$ cat src/design/siv_pkg.sv
// shared types and constants of the string input validator
package siv_pkg;

	localparam int COUNT_BITS = 17;

	// request queue between front and back
	localparam int QUEUE_DEPTH = 4;
	localparam int Q_PTR_W     = $clog2(QUEUE_DEPTH);
	localparam int Q_CNT_W     = $clog2(QUEUE_DEPTH + 1);

	// configuration port
	localparam int APB_ADDR_W = 5;
	localparam int APB_DATA_W = 32;
	localparam int REG_IDX_W  = 3;

	localparam logic [REG_IDX_W-1:0] REG_ENABLE     = 3'd0;
	localparam logic [REG_IDX_W-1:0] REG_STRICT     = 3'd1;
	localparam logic [REG_IDX_W-1:0] REG_MAX_LENGTH = 3'd2;
	localparam logic [REG_IDX_W-1:0] REG_PATH_ON    = 3'd3;
	localparam logic [REG_IDX_W-1:0] REG_SQL_ON     = 3'd4;

	localparam logic [15:0] MAX_LENGTH_RST = 16'd1024;

	localparam logic [2:0] ERR_NONE     = 3'd0;
	localparam logic [2:0] ERR_TOO_LONG = 3'd1;
	localparam logic [2:0] ERR_PATH     = 3'd2;
	localparam logic [2:0] ERR_CHAR     = 3'd3;
	localparam logic [2:0] ERR_SQL      = 3'd4;

	// request bits latched on the first item of a string
	localparam int REQ_PATH = 0;
	localparam int REQ_TEXT = 1;
	localparam int REQ_SQL  = 2;

	typedef struct packed {
		logic       first;
		logic       last;
		logic       path_hit;
		logic       ctrl_hit;
		logic       sql_hit;
		logic [2:0] reqs;
	} flags_t;

	typedef struct packed {
		logic        enable;
		logic        strict_mode;
		logic [15:0] max_length;
		logic        path_checks_on;
		logic        sql_checks_on;
	} cfg_t;

endpackage

$ cat src/design/siv_if.sv
// request and verdict channel interfaces
interface siv_item_if;
	logic       valid;
	logic       ready;
	logic [7:0] data_byte;
	logic       byte_present;
	logic       last;
	logic       want_path;
	logic       want_text;
	logic       want_sql;

	modport source (
		output valid, data_byte, byte_present, last, want_path, want_text, want_sql,
		input  ready
	);
	modport sink (
		input  valid, data_byte, byte_present, last, want_path, want_text, want_sql,
		output ready
	);
endinterface

interface siv_verdict_if;
	logic       valid;
	logic       ready;
	logic       valid_res;
	logic [2:0] error_code;

	modport source (
		output valid, valid_res, error_code,
		input  ready
	);
	modport sink (
		input  valid, valid_res, error_code,
		output ready
	);
endinterface

$ cat src/design/siv_queue.sv
// small fifo between the classifying front and the verdict back
module siv_queue #(
	parameter int DATA_W = 8
) (
	input  logic              clk,
	input  logic              arst_n,
	input  logic              push,
	input  logic [DATA_W-1:0] din,
	output logic              full,
	input  logic              pop,
	output logic [DATA_W-1:0] dout,
	output logic              not_empty
);

	logic [DATA_W-1:0]           mem_q [siv_pkg::QUEUE_DEPTH];
	logic [siv_pkg::Q_PTR_W-1:0] wr_ptr_q;
	logic [siv_pkg::Q_PTR_W-1:0] rd_ptr_q;
	logic [siv_pkg::Q_CNT_W-1:0] cnt_q;

	localparam logic [siv_pkg::Q_PTR_W-1:0] PTR_LAST =
		siv_pkg::Q_PTR_W'(siv_pkg::QUEUE_DEPTH - 1);

	assign full      = (cnt_q == siv_pkg::Q_CNT_W'(siv_pkg::QUEUE_DEPTH));
	assign not_empty = (cnt_q != '0);
	assign dout      = mem_q[rd_ptr_q];

	always_ff @(posedge clk) begin
		if (push) begin
			mem_q[wr_ptr_q] <= din;
		end
	end

	always_ff @(posedge clk or negedge arst_n) begin
		if (!arst_n) begin
			wr_ptr_q <= '0;
			rd_ptr_q <= '0;
			cnt_q    <= '0;
		end else begin
			if (push) begin
				wr_ptr_q <= (wr_ptr_q == PTR_LAST) ? '0 : wr_ptr_q + 1'b1;
			end
			if (pop) begin
				rd_ptr_q <= (rd_ptr_q == PTR_LAST) ? '0 : rd_ptr_q + 1'b1;
			end
			if (push && !pop) begin
				cnt_q <= cnt_q + 1'b1;
			end else if (pop && !push) begin
				cnt_q <= cnt_q - 1'b1;
			end
		end
	end

endmodule

$ cat src/design/siv_front.sv
// front end: takes bytes, tracks the window and length, classifies each byte
module siv_front #(
	parameter int COUNT_BITS = siv_pkg::COUNT_BITS
) (
	input  logic                  clk,
	input  logic                  arst_n,
	siv_item_if.sink              item,
	input  logic                  q_full,
	output logic                  push,
	output siv_pkg::flags_t       flags,
	output logic [COUNT_BITS-1:0] count
);

	logic                  in_string_q;
	logic [39:0]           recent_q;
	logic [COUNT_BITS-1:0] count_q;
	logic [7:0]            second_q;

	logic                  start;
	logic [39:0]           rec;
	logic [COUNT_BITS-1:0] cnt;
	logic [COUNT_BITS-1:0] cnt_inc;
	logic [7:0]            sec;
	logic [7:0]            c;
	logic [47:0]           win;
	logic                  slash;
	logic                  special;
	logic                  path_hit;
	logic                  ctrl_hit;
	logic                  sql_hit;

	assign item.ready = !q_full;
	assign push       = item.valid && !q_full;

	// a new string starts from a clean window
	assign start = !in_string_q;
	assign rec   = start ? '0 : recent_q;
	assign cnt   = start ? '0 : count_q;
	assign sec   = start ? '0 : second_q;
	assign c     = item.data_byte;
	assign win   = {rec, c};

	assign cnt_inc = (cnt == {COUNT_BITS{1'b1}}) ? cnt : cnt + COUNT_BITS'(1);

	assign slash   = (c == "/") || (c == "\\");
	assign special = (c == "<") || (c == ">") || (c == "|") || (c == "?") ||
		(c == "*") || (c == "\"");

	assign path_hit = item.byte_present && ((win[15:0] == "..") || special ||
		((cnt == '0) && slash) ||
		((cnt == COUNT_BITS'(2)) && (sec == ":") && slash));

	assign ctrl_hit = item.byte_present && (c >= 8'd9) && (c <= 8'd13);

	assign sql_hit = item.byte_present && ((win[39:0] == "UNION") ||
		(win[47:0] == "SELECT") || (win[47:0] == "INSERT") ||
		(win[47:0] == "UPDATE") || (win[47:0] == "DELETE") ||
		(win[31:0] == "DROP") || (win[15:0] == "--") ||
		(win[15:0] == "/*") || (win[15:0] == "*/"));

	always_comb begin
		flags          = '0;
		flags.first    = start;
		flags.last     = item.last;
		flags.path_hit = path_hit;
		flags.ctrl_hit = ctrl_hit;
		flags.sql_hit  = sql_hit;
		flags.reqs[siv_pkg::REQ_PATH] = item.want_path;
		flags.reqs[siv_pkg::REQ_TEXT] = item.want_text;
		flags.reqs[siv_pkg::REQ_SQL]  = item.want_sql;
	end

	assign count = item.byte_present ? cnt_inc : cnt;

	always_ff @(posedge clk or negedge arst_n) begin
		if (!arst_n) begin
			in_string_q <= 1'b0;
		end else if (push) begin
			in_string_q <= !item.last;
		end
	end

	always_ff @(posedge clk) begin
		if (push) begin
			if (item.byte_present) begin
				recent_q <= win[39:0];
				count_q  <= cnt_inc;
				second_q <= (cnt == COUNT_BITS'(1)) ? c : sec;
			end else begin
				recent_q <= rec;
				count_q  <= cnt;
				second_q <= sec;
			end
		end
	end

endmodule

$ cat src/design/siv_back.sv
// back end: folds byte flags per string and registers the verdict
module siv_back #(
	parameter int COUNT_BITS = siv_pkg::COUNT_BITS
) (
	input  logic                  clk,
	input  logic                  arst_n,
	input  logic                  q_valid,
	input  siv_pkg::flags_t       head,
	input  logic [COUNT_BITS-1:0] head_count,
	input  siv_pkg::cfg_t         cfg,
	output logic                  q_pop,
	siv_verdict_if.source         verdict
);

	localparam int CMP_W = (COUNT_BITS > 16) ? COUNT_BITS : 16;

	logic       acc_path_q;
	logic       acc_ctrl_q;
	logic       acc_sql_q;
	logic [2:0] req_q;
	logic       res_valid_q;
	logic       valid_res_q;
	logic [2:0] code_q;

	logic       out_free;
	logic [2:0] req;
	logic       path_seen;
	logic       ctrl_seen;
	logic       sql_seen;
	logic       too_long;
	logic       empty_str;
	logic [2:0] code;

	assign out_free = !res_valid_q || verdict.ready;
	assign q_pop    = q_valid && (!head.last || out_free);

	assign req       = head.first ? head.reqs : req_q;
	assign path_seen = (!head.first && acc_path_q) || head.path_hit;
	assign ctrl_seen = (!head.first && acc_ctrl_q) || head.ctrl_hit;
	assign sql_seen  = (!head.first && acc_sql_q) || head.sql_hit;
	assign too_long  = CMP_W'(head_count) > CMP_W'(cfg.max_length);
	assign empty_str = (head_count == '0);

	always_comb begin
		code = siv_pkg::ERR_NONE;
		priority if (!cfg.enable) begin
			code = siv_pkg::ERR_NONE;
		end else if (too_long) begin
			code = siv_pkg::ERR_TOO_LONG;
		end else if (cfg.path_checks_on && req[siv_pkg::REQ_PATH] &&
				(path_seen || empty_str)) begin
			code = siv_pkg::ERR_PATH;
		end else if (req[siv_pkg::REQ_TEXT] && cfg.strict_mode && ctrl_seen) begin
			code = siv_pkg::ERR_CHAR;
		end else if (cfg.sql_checks_on && req[siv_pkg::REQ_SQL] && cfg.strict_mode &&
				sql_seen) begin
			code = siv_pkg::ERR_SQL;
		end else begin
			code = siv_pkg::ERR_NONE;
		end
	end

	always_ff @(posedge clk) begin
		if (q_pop) begin
			acc_path_q <= path_seen;
			acc_ctrl_q <= ctrl_seen;
			acc_sql_q  <= sql_seen;
			req_q      <= req;
		end
		if (q_pop && head.last) begin
			valid_res_q <= (code == siv_pkg::ERR_NONE);
			code_q      <= code;
		end
	end

	always_ff @(posedge clk or negedge arst_n) begin
		if (!arst_n) begin
			res_valid_q <= 1'b0;
		end else if (q_pop && head.last) begin
			res_valid_q <= 1'b1;
		end else if (verdict.ready) begin
			res_valid_q <= 1'b0;
		end
	end

	assign verdict.valid      = res_valid_q;
	assign verdict.valid_res  = valid_res_q;
	assign verdict.error_code = code_q;

endmodule

$ cat src/design/string_input_validator.sv
// string input validator top level: config registers, front, queue and back
//
// item channel: one character per request with byte_present, last and the
// want_* check requests, which count only on the first request of a string.
// an item with byte_present low adds no character but can open or close a
// string, so a lone absent item with last high is an empty string.
// verdict channel: one request per string, sent for the item with last high,
// carrying valid_res and error_code (none, too long, path, character, sql).
// throughput is one item per cycle while the queue is not full; the front
// classifies a byte in the cycle it is taken and writes a four-entry queue,
// the back folds one queue entry per cycle into the string flags (holding a
// last entry while an earlier verdict is unaccepted) and loads the verdict
// register; a last item reaches it behind any entries queued ahead of it.
// when the verdict receiver stalls, non-last entries keep draining; the queue
// fills behind a waiting last entry and item ready falls once it holds four.
// the user must write config registers via the apb port with the block idle;
// the block does not enforce it. they are read when a string's last entry pops.
// reset clears the string state, empties the queue, drops verdict valid and
// loads the register defaults: enabled, not strict, limit 1024, checks on.
module string_input_validator #(
	parameter int COUNT_BITS = siv_pkg::COUNT_BITS
) (
	input  logic                           clk,
	input  logic                           arst_n,
	siv_item_if.sink                       item,
	siv_verdict_if.source                  verdict,
	input  logic                           psel,
	input  logic                           penable,
	input  logic                           pwrite,
	input  logic [siv_pkg::APB_ADDR_W-1:0] paddr,
	input  logic [siv_pkg::APB_DATA_W-1:0] pwdata,
	output logic [siv_pkg::APB_DATA_W-1:0] prdata,
	output logic                           pready
);

	localparam int Q_W = $bits(siv_pkg::flags_t) + COUNT_BITS;

	siv_pkg::cfg_t                 cfg_q;
	logic [siv_pkg::REG_IDX_W-1:0] reg_idx;
	logic                          wr_en;

	logic                  q_full;
	logic                  q_push;
	logic                  q_pop;
	logic                  q_valid;
	siv_pkg::flags_t       front_flags;
	logic [COUNT_BITS-1:0] front_count;
	siv_pkg::flags_t       head_flags;
	logic [COUNT_BITS-1:0] head_count;
	logic [Q_W-1:0]        q_din;
	logic [Q_W-1:0]        q_dout;

	assign pready  = 1'b1;
	assign reg_idx = paddr[siv_pkg::APB_ADDR_W-1:2];
	assign wr_en   = psel && penable && pwrite;

	always_ff @(posedge clk or negedge arst_n) begin
		if (!arst_n) begin
			cfg_q.enable         <= 1'b1;
			cfg_q.strict_mode    <= 1'b0;
			cfg_q.max_length     <= siv_pkg::MAX_LENGTH_RST;
			cfg_q.path_checks_on <= 1'b1;
			cfg_q.sql_checks_on  <= 1'b1;
		end else if (wr_en) begin
			case (reg_idx)
				siv_pkg::REG_ENABLE:     cfg_q.enable         <= pwdata[0];
				siv_pkg::REG_STRICT:     cfg_q.strict_mode    <= pwdata[0];
				siv_pkg::REG_MAX_LENGTH: cfg_q.max_length     <= pwdata[15:0];
				siv_pkg::REG_PATH_ON:    cfg_q.path_checks_on <= pwdata[0];
				siv_pkg::REG_SQL_ON:     cfg_q.sql_checks_on  <= pwdata[0];
				default: begin
				end
			endcase
		end
	end

	always_comb begin
		prdata = '0;
		case (reg_idx)
			siv_pkg::REG_ENABLE:     prdata[0]    = cfg_q.enable;
			siv_pkg::REG_STRICT:     prdata[0]    = cfg_q.strict_mode;
			siv_pkg::REG_MAX_LENGTH: prdata[15:0] = cfg_q.max_length;
			siv_pkg::REG_PATH_ON:    prdata[0]    = cfg_q.path_checks_on;
			siv_pkg::REG_SQL_ON:     prdata[0]    = cfg_q.sql_checks_on;
			default:                 prdata       = '0;
		endcase
	end

	siv_front #(
		.COUNT_BITS(COUNT_BITS)
	) u_front (
		.clk    (clk),
		.arst_n (arst_n),
		.item   (item),
		.q_full (q_full),
		.push   (q_push),
		.flags  (front_flags),
		.count  (front_count)
	);

	assign q_din = {front_flags, front_count};

	siv_queue #(
		.DATA_W(Q_W)
	) u_queue (
		.clk       (clk),
		.arst_n    (arst_n),
		.push      (q_push),
		.din       (q_din),
		.full      (q_full),
		.pop       (q_pop),
		.dout      (q_dout),
		.not_empty (q_valid)
	);

	assign head_flags = q_dout[Q_W-1:COUNT_BITS];
	assign head_count = q_dout[COUNT_BITS-1:0];

	siv_back #(
		.COUNT_BITS(COUNT_BITS)
	) u_back (
		.clk        (clk),
		.arst_n     (arst_n),
		.q_valid    (q_valid),
		.head       (head_flags),
		.head_count (head_count),
		.cfg        (cfg_q),
		.q_pop      (q_pop),
		.verdict    (verdict)
	);

endmodule

$ cat src/flat_wrapper.sv
// flat-port wrapper written by rule: the top's interface ports become plain ports
module string_input_validator_flat 
#(
	parameter int COUNT_BITS = siv_pkg::COUNT_BITS
)
  (clk, arst_n, psel, penable, pwrite, paddr, pwdata, prdata, pready, item_valid, item_data_byte, item_byte_present, item_last, item_want_path, item_want_text, item_want_sql, item_ready, verdict_valid, verdict_valid_res, verdict_error_code, verdict_ready);
  siv_item_if item_i ();
  siv_verdict_if verdict_i ();
  input  logic clk;
  input  logic arst_n;
  input  logic psel;
  input  logic penable;
  input  logic pwrite;
  input  logic [siv_pkg::APB_ADDR_W-1:0] paddr;
  input  logic [siv_pkg::APB_DATA_W-1:0] pwdata;
  output logic [siv_pkg::APB_DATA_W-1:0] prdata;
  output logic pready;
  input wire logic [$bits(item_i.valid)-1:0] item_valid;
  input wire logic [$bits(item_i.data_byte)-1:0] item_data_byte;
  input wire logic [$bits(item_i.byte_present)-1:0] item_byte_present;
  input wire logic [$bits(item_i.last)-1:0] item_last;
  input wire logic [$bits(item_i.want_path)-1:0] item_want_path;
  input wire logic [$bits(item_i.want_text)-1:0] item_want_text;
  input wire logic [$bits(item_i.want_sql)-1:0] item_want_sql;
  output wire logic [$bits(item_i.ready)-1:0] item_ready;
  output wire logic [$bits(verdict_i.valid)-1:0] verdict_valid;
  output wire logic [$bits(verdict_i.valid_res)-1:0] verdict_valid_res;
  output wire logic [$bits(verdict_i.error_code)-1:0] verdict_error_code;
  input wire logic [$bits(verdict_i.ready)-1:0] verdict_ready;
  assign item_i.valid = item_valid;
  assign item_i.data_byte = item_data_byte;
  assign item_i.byte_present = item_byte_present;
  assign item_i.last = item_last;
  assign item_i.want_path = item_want_path;
  assign item_i.want_text = item_want_text;
  assign item_i.want_sql = item_want_sql;
  assign item_ready = item_i.ready;
  assign verdict_valid = verdict_i.valid;
  assign verdict_valid_res = verdict_i.valid_res;
  assign verdict_error_code = verdict_i.error_code;
  assign verdict_i.ready = verdict_ready;
  string_input_validator #(.COUNT_BITS(COUNT_BITS)) u_core (.clk(clk), .arst_n(arst_n), .item(item_i), .verdict(verdict_i), .psel(psel), .penable(penable), .pwrite(pwrite), .paddr(paddr), .pwdata(pwdata), .prdata(prdata), .pready(pready));
endmodule
$ cat config.mk
export PLATFORM = sky130hd
export DESIGN_NAME = string_input_validator_flat
export DESIGN_NICKNAME = d
export VERILOG_FILES = /design/src/design/siv_pkg.sv /design/src/design/siv_if.sv /design/src/design/siv_queue.sv /design/src/design/siv_front.sv /design/src/design/siv_back.sv /design/src/design/string_input_validator.sv /design/src/flat_wrapper.sv
export SDC_FILE = /design/constraint.sdc
export NUM_CORES = 1
export LEC_CHECK = 0
export BUFFER_PORTS_ARGS = -buffer_cell sky130_fd_sc_hd__clkbuf_2
export CORE_MARGIN = 2
export CORE_UTILIZATION = 55
export DETAILED_ROUTE_END_ITERATION = 8
export PLACE_DENSITY = 0.75
export SLEW_MARGIN = 30
export SYNTH_ARGS = -nofsm -noshare
export SYNTH_HDL_FRONTEND = slang
export SYNTH_HIERARCHICAL = 1
export SYNTH_SLANG_ARGS = --single-unit
$ cat constraint.sdc
create_clock -name clk -period 10.1 [get_ports clk]
set_input_delay 0 -clock clk [delete_from_list [all_inputs] [get_ports clk]]
set_output_delay 0 -clock clk [all_outputs]
set_load 0.02 [all_outputs]
==> out/metrics.cfg <==
[logic_synthesis]
ys.flop_type = edfxtp_1
synth_seq_cells = 204
synth_area_leaders = edfxtp_1 (52%), dfrtp_1 (6.1%), mux4_2 (4.0%)
yosys.area.top_type = edfxtp_1
yosysWarnings = 6
synth_area_sq_mm = 0.0102
synth_edf_count = 175
synth_commonest_cells = edfxtp_1 (175), nor2_1 (64), nand2_1 (59), mux2i_1 (32), inv_1 (30)
synthMostInstantiatedCell = edfxtp_1
async_flop_share = 0.142
synth_top_area_share = 0.515
syn_area_per_cell_sq_um = 13.5
synth_seq_area_share = 0.587
yosysUniqueCellTypes = 74
syn_inst = 755

[route]
dr.max_layer_used = met4
wirelength_um = 19600
firstDrtPassIters = 8
wl_per_cell_um = 18.1
dr_wl_met3_um = 962
drtAntennaViolNets = 0
num_vias = 6337
first_iter_violations = 562
post-route-drc-count = 13
vias_per_cell = 5.84
dr_wl_met2_um = 9710
m1WireLength_um = 8530

[clock_network]
cts_inserted_buffers = 21
cts_root_buf = clkbuf_16
htree_levels = 1
cts_tree = done
hold_buffers = 33
clock_latency_ns = 0.51
clockBufferDepth = 3
cts_repair_resize_count = 0
clock_sinks = 204
post_cts_buffers = 0
cts.clk_slew.worst_paths_ns = 0.06

[pwr]
combPwrFrac = 0.299
ir_drop_mv = 0.145
finalPower_mw = 3.07
p_clk_frac = 0.257
power.internal_mw = 2.08
p_leak_nw = 4.40
swShare = 0.322
cellPowerDensity_mw_per_mm2 = 266
seqPwrFrac = 0.444
p_switching_uw = 988

[job]
cap_violations = 0

[floorplanning]
rows = 49
pin_count = 96
start_util = 0.564
core-area_sq_mm = 0.0181
dieArea_sq_mm = 0.0197
die_height_um = 140
die_w_um = 140

[placed_design]
place_ws_ns = 6.93
dp_cells = 1014
dp_hpwl_um = 12900
place.port_buffers = 60
place_congestion = 0.917
place_area_sq_mm = 0.0105

[hold_path]
hold_start = penable
hold_class = input port to flop

[cells_and_area]
drive_above_1_share = 0.207
layout.nets = 925
nFillCells = 1282
multi_input_area_sq_mm = 0.00374
final_area_sq_mm = 0.0115
insertedDiodeCount = 0
area.sequential_sq_mm = 0.00599
synthToLayoutAreaGrowth_pct = 13.2
final_cells = 1085

[setup_path]
cpMaxStageDelayCell = mux4_1
cp_cell_sequence = buf_4 > mux4_1 > ha_1 > nand4_1 > nor4_2 > a2111oi_2 > o211ai_1 > a22o_1
crit_arrival_ns = 3.39
cp-start-kind = flop
path_class = flop to flop
worstSetupEndpointType = flop
critPathMaxStageDelay_ns = 0.68
crit_start = u_core/u_queue/rd_ptr_q[0]$_DFFE_PN0P_
crit_fanout = 28
cp.required_ns = 10.36
r2r_start = u_core/u_queue/rd_ptr_q[0]$_DFFE_PN0P_

[global_route]
grt_overflow = 0
grt_pass1_wl_um = 32000
grtUsageTotal = 0.200
grt_pass1_vias = 6337
grt_max_degree = 77
antenna_found_initial = 0

[sta]
finalSetupViolCount = 0
finalCritPeriodShare = 0.310
finalCriticalPeriod_ns = 3.13
setup_tns_ns = 0
max_slew_margin = 0.375
rsz0062_at_grt = no
setup_slack_ns = 6.97
fmax_mhz = 319
hold_viol = 0
tightest_slew_ns = 0.938
finalMaxSlewViolations = 0
finClkSkew_ns = 0.0131

[run_status]
violations = DRC
status = finished with violations

[sequential cells by signal (all words and copies together), names as in the netlist]
| register | flops |
|---|---|
| u_core/u_front/count_q | 17 |
| u_core/u_queue/cnt_q | 3 |
| u_core/u_back/acc_path_q | 1 |
| u_core/u_queue/wr_ptr_q | 2 |
| u_core/u_front/recent_q | 40 |
| u_core/u_queue/mem_q | 100 |
| u_core/u_front/in_string_q | 1 |
| u_core/u_back/verdict.error_code | 3 |
| u_core/cfg_q | 20 |
| u_core/u_queue/rd_ptr_q | 2 |
| u_core/u_back/verdict.valid | 1 |
| u_core/u_back/acc_ctrl_q | 1 |
| u_core/u_back/req_q | 3 |
| u_core/u_back/verdict.valid_res | 1 |
| u_core/u_back/acc_sql_q | 1 |
| u_core/u_front/second_q | 8 |
[worst paths after layout]
check | endpoint | slack, ns | cells past startpoint
min in group asynchronous | u_core/u_back/verdict.valid$_DFFE_PN0P_ | 0.11 | 2
worst max-delay path | u_core/u_back/verdict.error_code[0]$_DFFE_PP_ | 6.97 | 8
max in group asynchronous | u_core/u_queue/wr_ptr_q[1]$_DFFE_PN0P_ | 9.49 | 2
worst min register to register | u_core/u_queue/cnt_q[2]$_DFFE_PN0P_ | 0.50 | 1
worst max register to register | u_core/u_back/verdict.error_code[0]$_DFFE_PP_ | 6.97 | 8
worst min-delay path | u_core/cfg_q[1]$_DFFE_PN1P_ | 0.02 | 4
[cell usage in the layout (no fill, tap or decap), drive strengths merged, types with 18 or more instances in the layout]
cell	n
nor2	64
mux4	25
clkbuf	83
o21ai	22
nand2	59
and2	22
nor4	18
ha	26
dlygate4sd3	33
dfrtp	25
inv	35
mux2i	32
nand3	18
mux2	28
edfxtp	175
[power groups by stage]
| stage | combinational [mW] | clock [mW] | sequential, mW |
|---|---|---|---|
| 3_3_place_gp | 0.862 | 0 | 1.36 |
| 3_5_place_dp | 0.909 | 0 | 1.37 |
| 5_1_grt | 1.01 | 0.834 | 1.39 |
| 2_1_floorplan | 0.702 | 0 | 1.34 |
| 4_1_cts | 0.926 | 0.804 | 1.36 |
| 6_report | 0.918 | 0.789 | 1.36 |
[per-layer routing]
layer  vias to the layer above  track usage
met5                         -            0
met4                         0       0.0532
met3                        47       0.0280
met1                      3084        0.268
met2                       227        0.348
li1                       2979            -
[cell type report]
cell class / count / area share
Clock buffer: 23 / 0.0462
Clock inverter: 15 / 0.0151
Inverter: 31 / 0.0101
Multi-Input combinational cell: 480 / 0.324
Sequential cell: 204 / 0.518
Tap cell: 229 / 0.0248
Timing Repair Buffer: 103 / 0.0611
[worst max-delay path: cells and delay by family, from the launching register on]
family          cells  cell delay, ns
compound gates      3            0.89
mux                 1            0.68
buf+inv             1            0.42
fa+ha+maj           1            0.35
flops               1            0.32
simple gates        2            0.22
[logic make-up (layout without fill, tap and decap cells)]
| kind of cell | after synthesis | in the layout | synth area share |
|---|---|---|---|
| xor+xnor | 16 | 16 | 0.0137 |
| flops | 204 | 204 | 0.587 |
| fa+ha+maj | 27 | 27 | 0.0339 |
| buf+inv | 86 | 172 | 0.0524 |
| simple gates | 267 | 267 | 0.143 |
| other cells | 2 | 17 | 0.000736 |
| compound gates | 68 | 68 | 0.0455 |
| mux | 85 | 85 | 0.124 |
[per-stage QoR]
| step | utilization | hold WS [ns] |
|---|---|---|
| 2_1_floorplan | - | -0.296 |
| 3_3_place_gp | 0.581 | 0.0883 |
| 3_5_place_dp | 0.581 | 0.110 |
| 4_1_cts | 0.638 | 0.0163 |
| 5_1_grt | 0.638 | 0.0544 |
| 6_report | 0.638 | 0.0250 |
Power figures use the tool's default switching activity.
